==> src/rtl/i2cmbe_pkg.sv <==
// ============================================================================
// I2C master bit engine package
// Phase codes, status codes, command modes and reset values shared by the
// bit engine RTL.
// ============================================================================
package i2cmbe_pkg;

    // Field widths.
    localparam int MODE_W   = 3;
    localparam int BYTE_W   = 8;
    localparam int STATUS_W = 2;
    localparam int PHASE_W  = 5;
    localparam int COUNT_W  = 4;

    // Command modes carried by an input item.
    localparam logic [MODE_W-1:0] MODE_TICK  = 3'd0;
    localparam logic [MODE_W-1:0] MODE_START = 3'd1;
    localparam logic [MODE_W-1:0] MODE_STOP  = 3'd2;
    localparam logic [MODE_W-1:0] MODE_WRITE = 3'd3;
    localparam logic [MODE_W-1:0] MODE_READ  = 3'd4;

    // Status codes.
    localparam logic [STATUS_W-1:0] ST_OK       = 2'd0;
    localparam logic [STATUS_W-1:0] ST_TIMEOUT  = 2'd1;
    localparam logic [STATUS_W-1:0] ST_BUS_BUSY = 2'd2;
    localparam logic [STATUS_W-1:0] ST_REJECTED = 2'd3;

    // Sequencer phases.
    localparam logic [PHASE_W-1:0] PH_IDLE     = 5'd0;
    localparam logic [PHASE_W-1:0] PH_ST_CHECK = 5'd1;
    localparam logic [PHASE_W-1:0] PH_ST_FALL  = 5'd2;
    localparam logic [PHASE_W-1:0] PH_ST_CLAMP = 5'd3;
    localparam logic [PHASE_W-1:0] PH_SP_LOW   = 5'd4;
    localparam logic [PHASE_W-1:0] PH_SP_HI    = 5'd5;
    localparam logic [PHASE_W-1:0] PH_SP_REL   = 5'd6;
    localparam logic [PHASE_W-1:0] PH_WR_SET   = 5'd7;
    localparam logic [PHASE_W-1:0] PH_WR_HI    = 5'd8;
    localparam logic [PHASE_W-1:0] PH_WR_LO    = 5'd9;
    localparam logic [PHASE_W-1:0] PH_AK_REL   = 5'd10;
    localparam logic [PHASE_W-1:0] PH_AK_HI    = 5'd11;
    localparam logic [PHASE_W-1:0] PH_AK_POLL  = 5'd12;
    localparam logic [PHASE_W-1:0] PH_RD_HI    = 5'd13;
    localparam logic [PHASE_W-1:0] PH_RD_SAMP  = 5'd14;
    localparam logic [PHASE_W-1:0] PH_AO_SET   = 5'd15;
    localparam logic [PHASE_W-1:0] PH_AO_HI    = 5'd16;
    localparam logic [PHASE_W-1:0] PH_AO_LO    = 5'd17;

    // Number of bits in one byte transfer.
    localparam logic [COUNT_W-1:0] BITS_PER_BYTE = 4'd8;

    // Reset value of the ACK poll limit.
    localparam logic [BYTE_W-1:0] POLL_LIMIT_RESET = 8'd50;

endpackage

==> src/rtl/i2c_master_bit_engine_top.sv <==
// ============================================================================
// I2C master bit engine
// Pin-level I2C master: one input item is one bus tick carrying the sampled
// SDA level and an optional command; one result item per tick gives the SCL
// and SDA levels, busy, done, the received byte and a status.
// ============================================================================
//
//  Channel  | Direction | Handshake            | Payload
//  ---------+-----------+----------------------+------------------------------------
//  input    | in        | i_valid / o_stall    | i_mode, i_wr_byte, i_send_ack, i_sda_in
//  result   | out       | o_valid / i_stall    | o_scl_level, o_sda_level, o_busy_res,
//           |           |                      | o_done_res, o_rx_byte, o_status
//  config   | in        | i_cfg_we             | i_cfg_data (ack_poll_limit)
//
// One item is accepted per clock while o_stall is low; its result is ready in the
// output register on the next cycle. The sequencer step is a short piece of
// combinational logic between the state registers and the result register.
// Reset is synchronous and active low; it restores the idle bus (both lines
// released) and an ACK poll limit of 50.
// A stalled result holds the input side off only while the result register
// is full and not being taken.
// ============================================================================
module i2c_master_bit_engine_top (
    input  logic                              i_clk,
    input  logic                              i_rst_n,
    // Input item channel.
    input  logic                              i_valid,
    output logic                              o_stall,
    input  logic [i2cmbe_pkg::MODE_W-1:0]     i_mode,
    input  logic [i2cmbe_pkg::BYTE_W-1:0]     i_wr_byte,
    input  logic                              i_send_ack,
    input  logic                              i_sda_in,
    // Result item channel.
    output logic                              o_valid,
    input  logic                              i_stall,
    output logic                              o_scl_level,
    output logic                              o_sda_level,
    output logic                              o_busy_res,
    output logic                              o_done_res,
    output logic [i2cmbe_pkg::BYTE_W-1:0]     o_rx_byte,
    output logic [i2cmbe_pkg::STATUS_W-1:0]   o_status,
    // Configuration port.
    input  logic                              i_cfg_we,
    input  logic [i2cmbe_pkg::BYTE_W-1:0]     i_cfg_data
);

    // Sequencer state.
    logic [i2cmbe_pkg::PHASE_W-1:0]  r_phase, n_phase;
    logic [i2cmbe_pkg::COUNT_W-1:0]  r_bit_count, n_bit_count;
    logic [i2cmbe_pkg::BYTE_W-1:0]   r_shifter, n_shifter;
    logic [i2cmbe_pkg::BYTE_W-1:0]   r_poll_count, n_poll_count;
    logic                            r_scl, n_scl;
    logic                            r_sda, n_sda;
    logic                            r_ack_choice, n_ack_choice;
    logic [i2cmbe_pkg::STATUS_W-1:0] r_last_status, n_last_status;
    logic [i2cmbe_pkg::BYTE_W-1:0]   r_rx_hold, n_rx_hold;
    logic [i2cmbe_pkg::BYTE_W-1:0]   r_poll_limit;

    // Result register.
    logic                            r_out_valid;
    logic                            r_out_scl;
    logic                            r_out_sda;
    logic                            r_out_busy;
    logic                            r_out_done;
    logic [i2cmbe_pkg::BYTE_W-1:0]   r_out_rx;
    logic [i2cmbe_pkg::STATUS_W-1:0] r_out_status;

    logic                            in_accept;
    logic                            is_cmd;
    logic                            done;
    logic                            rejected;

    // The input side waits only while a full result register is stalled.
    assign o_stall   = r_out_valid && i_stall;
    assign in_accept = i_valid && !o_stall;
    assign is_cmd    = (i_mode >= i2cmbe_pkg::MODE_START) &&
                       (i_mode <= i2cmbe_pkg::MODE_READ);

    // One sequencer step per tick.
    always_comb begin
        n_phase       = r_phase;
        n_bit_count   = r_bit_count;
        n_shifter     = r_shifter;
        n_poll_count  = r_poll_count;
        n_scl         = r_scl;
        n_sda         = r_sda;
        n_ack_choice  = r_ack_choice;
        n_last_status = r_last_status;
        n_rx_hold     = r_rx_hold;
        done          = 1'b0;
        // A command is rejected unless the engine is idle.
        rejected      = is_cmd && (r_phase != i2cmbe_pkg::PH_IDLE);
        unique case (r_phase)
            i2cmbe_pkg::PH_IDLE: begin
                if (is_cmd) begin
                    n_last_status = i2cmbe_pkg::ST_OK;
                    unique case (i_mode)
                        i2cmbe_pkg::MODE_START: begin
                            n_sda   = 1'b1;
                            n_phase = i2cmbe_pkg::PH_ST_CHECK;
                        end
                        i2cmbe_pkg::MODE_STOP: begin
                            n_scl   = 1'b0;
                            n_phase = i2cmbe_pkg::PH_SP_LOW;
                        end
                        i2cmbe_pkg::MODE_WRITE: begin
                            n_scl       = 1'b0;
                            n_shifter   = i_wr_byte;
                            n_bit_count = '0;
                            n_phase     = i2cmbe_pkg::PH_WR_SET;
                        end
                        i2cmbe_pkg::MODE_READ: begin
                            n_scl        = 1'b0;
                            n_sda        = 1'b1;
                            n_shifter    = '0;
                            n_bit_count  = '0;
                            n_ack_choice = i_send_ack;
                            n_phase      = i2cmbe_pkg::PH_RD_HI;
                        end
                        default: begin
                        end
                    endcase
                end
            end
            i2cmbe_pkg::PH_ST_CHECK: begin
                if (!i_sda_in) begin
                    n_last_status = i2cmbe_pkg::ST_BUS_BUSY;
                    done          = 1'b1;
                    n_phase       = i2cmbe_pkg::PH_IDLE;
                end else begin
                    n_scl   = 1'b1;
                    n_phase = i2cmbe_pkg::PH_ST_FALL;
                end
            end
            i2cmbe_pkg::PH_ST_FALL: begin
                n_sda   = 1'b0;
                n_phase = i2cmbe_pkg::PH_ST_CLAMP;
            end
            i2cmbe_pkg::PH_ST_CLAMP: begin
                n_scl   = 1'b0;
                done    = 1'b1;
                n_phase = i2cmbe_pkg::PH_IDLE;
            end
            i2cmbe_pkg::PH_SP_LOW: begin
                n_sda   = 1'b0;
                n_phase = i2cmbe_pkg::PH_SP_HI;
            end
            i2cmbe_pkg::PH_SP_HI: begin
                n_scl   = 1'b1;
                n_phase = i2cmbe_pkg::PH_SP_REL;
            end
            i2cmbe_pkg::PH_SP_REL: begin
                n_sda   = 1'b1;
                done    = 1'b1;
                n_phase = i2cmbe_pkg::PH_IDLE;
            end
            i2cmbe_pkg::PH_WR_SET: begin
                // Drive the MSB and shift the next bit up.
                n_sda       = r_shifter[i2cmbe_pkg::BYTE_W-1];
                n_shifter   = {r_shifter[i2cmbe_pkg::BYTE_W-2:0], 1'b0};
                n_bit_count = r_bit_count + 1'b1;
                n_phase     = i2cmbe_pkg::PH_WR_HI;
            end
            i2cmbe_pkg::PH_WR_HI: begin
                n_scl   = 1'b1;
                n_phase = i2cmbe_pkg::PH_WR_LO;
            end
            i2cmbe_pkg::PH_WR_LO: begin
                n_scl   = 1'b0;
                n_phase = (r_bit_count >= i2cmbe_pkg::BITS_PER_BYTE) ?
                          i2cmbe_pkg::PH_AK_REL : i2cmbe_pkg::PH_WR_SET;
            end
            i2cmbe_pkg::PH_AK_REL: begin
                n_sda   = 1'b1;
                n_phase = i2cmbe_pkg::PH_AK_HI;
            end
            i2cmbe_pkg::PH_AK_HI: begin
                n_scl        = 1'b1;
                n_poll_count = '0;
                n_phase      = i2cmbe_pkg::PH_AK_POLL;
            end
            i2cmbe_pkg::PH_AK_POLL: begin
                // Wait with SCL high for the slave to pull SDA low.
                if (!i_sda_in) begin
                    n_scl   = 1'b0;
                    done    = 1'b1;
                    n_phase = i2cmbe_pkg::PH_IDLE;
                end else if (r_poll_count >= r_poll_limit) begin
                    n_scl         = 1'b0;
                    n_last_status = i2cmbe_pkg::ST_TIMEOUT;
                    n_phase       = i2cmbe_pkg::PH_SP_LOW;
                end else begin
                    n_poll_count = r_poll_count + 1'b1;
                end
            end
            i2cmbe_pkg::PH_RD_HI: begin
                n_scl   = 1'b1;
                n_phase = i2cmbe_pkg::PH_RD_SAMP;
            end
            i2cmbe_pkg::PH_RD_SAMP: begin
                n_shifter   = {r_shifter[i2cmbe_pkg::BYTE_W-2:0], i_sda_in};
                n_bit_count = r_bit_count + 1'b1;
                n_scl       = 1'b0;
                n_phase     = (n_bit_count >= i2cmbe_pkg::BITS_PER_BYTE) ?
                              i2cmbe_pkg::PH_AO_SET : i2cmbe_pkg::PH_RD_HI;
            end
            i2cmbe_pkg::PH_AO_SET: begin
                n_sda   = !r_ack_choice;
                n_phase = i2cmbe_pkg::PH_AO_HI;
            end
            i2cmbe_pkg::PH_AO_HI: begin
                n_scl   = 1'b1;
                n_phase = i2cmbe_pkg::PH_AO_LO;
            end
            i2cmbe_pkg::PH_AO_LO: begin
                n_scl     = 1'b0;
                n_rx_hold = r_shifter;
                done      = 1'b1;
                n_phase   = i2cmbe_pkg::PH_IDLE;
            end
            default: begin
                n_phase = i2cmbe_pkg::PH_IDLE;
            end
        endcase
    end

    // State registers advance once per accepted item.
    always_ff @(posedge i_clk) begin
        if (!i_rst_n) begin
            r_phase       <= i2cmbe_pkg::PH_IDLE;
            r_bit_count   <= '0;
            r_shifter     <= '0;
            r_poll_count  <= '0;
            r_scl         <= 1'b1;
            r_sda         <= 1'b1;
            r_ack_choice  <= 1'b0;
            r_last_status <= i2cmbe_pkg::ST_OK;
            r_rx_hold     <= '0;
        end else if (in_accept) begin
            r_phase       <= n_phase;
            r_bit_count   <= n_bit_count;
            r_shifter     <= n_shifter;
            r_poll_count  <= n_poll_count;
            r_scl         <= n_scl;
            r_sda         <= n_sda;
            r_ack_choice  <= n_ack_choice;
            r_last_status <= n_last_status;
            r_rx_hold     <= n_rx_hold;
        end
    end

    // ACK poll limit register.
    always_ff @(posedge i_clk) begin
        if (!i_rst_n) begin
            r_poll_limit <= i2cmbe_pkg::POLL_LIMIT_RESET;
        end else if (i_cfg_we) begin
            r_poll_limit <= i_cfg_data;
        end
    end

    // Result register valid flag.
    always_ff @(posedge i_clk) begin
        if (!i_rst_n) begin
            r_out_valid <= 1'b0;
        end else if (in_accept) begin
            r_out_valid <= 1'b1;
        end else if (!i_stall) begin
            r_out_valid <= 1'b0;
        end
    end

    // Result payload, loaded with each accepted item.
    always_ff @(posedge i_clk) begin
        if (in_accept) begin
            r_out_scl    <= n_scl;
            r_out_sda    <= n_sda;
            r_out_busy   <= (n_phase != i2cmbe_pkg::PH_IDLE);
            r_out_done   <= done;
            r_out_rx     <= n_rx_hold;
            r_out_status <= rejected ? i2cmbe_pkg::ST_REJECTED : n_last_status;
        end
    end

    assign o_valid     = r_out_valid;
    assign o_scl_level = r_out_scl;
    assign o_sda_level = r_out_sda;
    assign o_busy_res  = r_out_busy;
    assign o_done_res  = r_out_done;
    assign o_rx_byte   = r_out_rx;
    assign o_status    = r_out_status;

    // A completing command always leaves the engine idle.
    a_done_not_busy: assert property (@(posedge i_clk) disable iff (!i_rst_n)
        (o_valid && o_done_res) |-> !o_busy_res)
        else $error("done reported while still busy");

    // Every accepted item leaves a result in the output register.
    a_accept_gives_result: assert property (@(posedge i_clk) disable iff (!i_rst_n)
        in_accept |=> o_valid)
        else $error("accepted item produced no result");

    // The sequencer never reaches an unused phase code.
    a_phase_range: assert property (@(posedge i_clk) disable iff (!i_rst_n)
        r_phase <= i2cmbe_pkg::PH_AO_LO)
        else $error("sequencer phase out of range");

    // The bit counter never passes one byte.
    a_bit_count_range: assert property (@(posedge i_clk) disable iff (!i_rst_n)
        r_bit_count <= i2cmbe_pkg::BITS_PER_BYTE)
        else $error("bit counter overran one byte");

endmodule

==> config.mk <==
export PLATFORM = sky130hd
export DESIGN_NAME = i2c_master_bit_engine_top
export DESIGN_NICKNAME = d
export VERILOG_FILES = /design/src/rtl/i2cmbe_pkg.sv /design/src/rtl/i2c_master_bit_engine_top.sv
export SDC_FILE = /design/constraint.sdc
export NUM_CORES = 1
export LEC_CHECK = 0
export ABC_CLOCK_PERIOD_IN_PS = 2000
export BUFFER_PORTS_ARGS = -buffer_cell sky130_fd_sc_hd__buf_4
export CORE_MARGIN = 5
export CORE_UTILIZATION = 52
export CTS_CLUSTER_SIZE = 40
export DETAILED_ROUTE_END_ITERATION = 6
export GPL_TIMING_DRIVEN = 0
export PLACE_DENSITY = 0.75
export SLEW_MARGIN = 20
export SYNTH_ARGS = -nofsm -noshare
export SYNTH_HDL_FRONTEND = slang
export SYNTH_SLANG_ARGS = --single-unit
==> constraint.sdc <==
create_clock -name i_clk -period 2 [get_ports i_clk]
set_clock_uncertainty 0.1 [all_clocks]
set_input_delay 0.4 -clock i_clk [delete_from_list [all_inputs] [get_ports i_clk]]
set_output_delay 0.4 -clock i_clk [all_outputs]
set_load 0.1 [all_outputs]
==> flow_metrics.py <==
metrics = {
    "pwr": {
        "leakagePower_nw": 1.74,
        "max-vdd-ir-drop_uv": 414,
        "cellPowerDensity_mw_per_mm2": 746,
    },
    "drt": {
        "via_count": 3197,
        "routed_via_density": 5.94,
        "drt-total-wl_um": 9240,
        "detail_route.first_pass.iterations": 5,
        "post_route_ant_nets": 0,
        "drt-initial-drc-count": 213,
        "remaining_drc_errors": 0,
        "detail_route.wl_per_cell_um": 17.2,
    },
    "sta": {
        "measured_slew_at_the_worst_slew_check_pin_ns": 0.659,
        "finalSetupViolCount": 16,
        "slew_headroom_pct": 56.1,
        "layout_min_cycle_time_ns": 2.25,
        "rsz0062_at_grt": "true",
        "timing.fmax_ghz": 0.444,
        "drv_slew": 0,
        "fin_hold_ws_ns": 0.172,
        "timing_hold_violations_final": 0,
        "final_critical_path_setup_slack_ns": -0.254,
        "setup_total_negative_slack_ns": -2.74,
        "fin_crit_sh_pct": 113,
    },
    "placed_design": {
        "gp_congestion": 0.950,
        "hpwlAfterDp_um": 6160,
        "placed_area_mm2": 0.00374,
        "dp.cells": 503,
        "io_buffers": 41,
    },
    "finish": {
        "register_area_mm2": 0.00139,
        "most_frequent_cells_in_the_layout": "57 x buf_4, 50 x nor2_1, 35 x dfxtp_1",
        "layoutNonFillerInstCount": 538,
        "area.growth.synth_to_final_pct": 29.5,
        "final_layout_size_suffix_gt1_share_pct": 32.8,
        "utilization_pct": 68.2,
        "layout_commonest_cell": "buf_4",
        "finalInstanceArea_mm2": 0.00428,
        "multi_input_area_mm2": 0.00196,
        "post_layout_net_count": 493,
        "insertedDiodeCount": 0,
        "fill_cells": 515,
    },
    "cts": {
        "clk_pin_slew_worst_paths_ns": 0.07,
        "insertion_delay_ns": 0.35,
        "numCtsBuffers": 9,
        "clock_path_buffers": 2,
        "number_of_levels_the_h_tree_was_split_into": 3,
        "cts_tree": "done",
        "cts-root-buf": "clkbuf_8",
        "postCtsHoldBufs": 0,
        "clock_sink_count": 61,
    },
    "floorplan": {
        "fp.dieArea_mm2": 0.00805,
        "initial_utilization_pct": 52.6,
        "chipWidth_um": 89.7,
        "floorplan.io_pins": 42,
        "floorplan.rows": 29,
        "placeableCoreArea_mm2": 0.00628,
        "die-height_um": 89.7,
    },
    "synthesis": {
        "yosys-top-cells-area": "dfxtp_1 28%, edfxtp_1 13%, nor2_1 5.8%",
        "synth_largest_type_area_fraction_pct": 28.5,
        "synthCells": 385,
        "synth-warning-count": 0,
        "synthArstFlopShare_pct": 0,
        "postSynthNetCount": 422,
        "yosysUniqueCellTypes": 58,
        "synth_enable_flop_cells": 14,
        "yosysTopAreaCell": "dfxtp_1",
        "syn_avg_cell_area_um2": 8.58,
        "ys_ff_latch": 61,
        "mappedNetlistArea_mm2": 0.00330,
        "postSynth.topFlopCell": "dfxtp_1",
        "synth-seq-area-share_pct": 41.2,
    },
    "global_route": {
        "grt_remaining_overflow": 0,
        "grt_pass1_vias": 3067,
        "grt_max_degree": 24,
        "grt_first_pass_wirelength_um": 14600,
        "globalRouteTotalUtil_pct": 22.2,
        "grt_antenna_before_repair": 0,
    },
    "worst_setup_path": {
        "worstPathRequired_ns": 2.19,
        "cp_cell_sequence": "inv_2 > ha_1 > a31oi_1 > nor2b_1 > o311ai_4 > nand2_4 > buf_6 > or4_4 > nand2_2",
        "worstPathArrival_ns": 2.44,
        "critical_path.max_stage_delay_ns": 0.41,
        "critical_path_peak_fanout": 4,
        "timing.critical_path.to_type": "flop",
        "slowest_stage": "or4_4",
        "wp_buf_inv": 2,
        "cpLargestDelayFamily": "simple AND/OR/NAND/NOR gates",
        "criticalPathCategory": "reg -> reg",
        "startpoint_type": "flop",
    },
    "run_status": {
        "run_status": "complete, but fails checks",
        "violations": "setup timing",
    },
    "min_path": {
        "hp-class": "in -> reg",
    },
    "flow_run": {
        "max_cap_viol_count": 0,
    },
}
-- report_power, final --
group | switching, mW | leakage, nW | internal (mW)
combinational | 0.550 | 1.12 | 0.262
clock | 0.517 | 0.0863 | 0.486
sequential | 0.0381 | 0.528 | 1.34
-- worst register-to-register path: stages, from the launching register on --
cell and delay (ns):
dfxtp_4 0.37, inv_2 0.04, ha_1 0.30, a31oi_1 0.21
nor2b_1 0.11, o311ai_4 0.36, nand2_4 0.10, buf_6 0.14
or4_4 0.41, nand2_2 0.07
-- repair_timing --
item                                    CTS  global route
endpoints found under the setup margin   64            57
gates cloned                              0             1
pin swaps                                12            22
buffers inserted                         10             9
gates resized for setup                  27            43
-- synthesized netlist by cell type (3+ instances only) --
cell type and n:
o211ai_1 6, nor2_1 51, o21ai_0 18, nor2b_1 8, nand2b_1 5, and3_1 9, xnor2_1 4, nand4_1 5
xor2_1 4, clkbuf_1 16, nand3b_1 3, buf_2 3, nor3b_1 3, ha_1 11, edfxtp_1 14, mux2_2 10
a31oi_1 6, nor3_1 16, nand3_1 18, inv_1 16, dfxtp_1 47, a211oi_1 9, mux2i_1 6, a21oi_1 25
nand2_1 31
-- path summary, 6_finish.rpt --
check                                                  start                      endpoint  slack [ns]  cells after the start
worst max-delay path            r_poll_count[0]$_SDFFE_PN0P_  r_poll_count[4]$_SDFFE_PN0P_       -0.25                      9
worst min-delay path                           i_cfg_data[5]  r_poll_limit[5]$_SDFFE_PN1P_        0.17                      3
worst max register to register  r_poll_count[0]$_SDFFE_PN0P_  r_poll_count[4]$_SDFFE_PN0P_       -0.25                      9
worst min register to register     r_ack_choice$_SDFFE_PN0P_     r_ack_choice$_SDFFE_PN0P_        0.37                      2
-- cell type report --
class / count / share of cell area, %
multi-input combinational: 285 / 45.9
buffer: 21 / 2.60
sequential: 61 / 32.5
timing repair buffer: 61 / 11.1
clock inverter: 5 / 0.819
tap: 77 / 2.25
inverter: 17 / 1.58
clock buffer: 11 / 3.30
-- routing by layer --
metal / GRT usage, % / part of all wire, % / wire [um] / vias to the layer above
li1: - / - / - / 1528
met3: 4.26 / 5.6 / 515 / 33
met1: 26.1 / 42 / 3870 / 1523
met2: 36.7 / 49 / 4480 / 113
met4: 14.1 / 4.0 / 367 / 0
met5: 0 / 0 / 0 / -
-- registers in the layout (all words and copies together) (netlist names) --
signal and count:
o_busy_res 1, r_shifter 8, r_last_status 2, o_scl_level 1
o_done_res 1, r_phase 5, r_scl 1, r_ack_choice 1
r_poll_count 8, r_rx_hold 8, o_sda_level 1, r_poll_limit 8
r_bit_count 4, o_status 2, o_rx_byte 8, r_sda 1
o_valid 1
-- per-stage QoR --
step	power [mW]	setup slack, ns
4_1_cts	3.16	-0.215
2_1_floorplan	1.96	-0.0933
3_5_place_dp	2.15	-0.301
6_report	3.19	-0.254
3_3_place_gp	2.15	-0.643
5_1_grt	3.32	-0.391
-- cell families (layout without fill, tap and decap cells) --
kind of cell / Yosys count / in the layout / synth area share, %
fa+ha+maj: 11 / 11 / 4.17
simple gates: 168 / 168 / 26.0
compound gates: 82 / 82 / 16.4
flops: 61 / 61 / 41.2
buf+inv: 39 / 115 / 4.88
xor+xnor: 8 / 8 / 2.12
mux: 16 / 16 / 5.23
No activity file was read; power rests on OpenSTA's default activity.
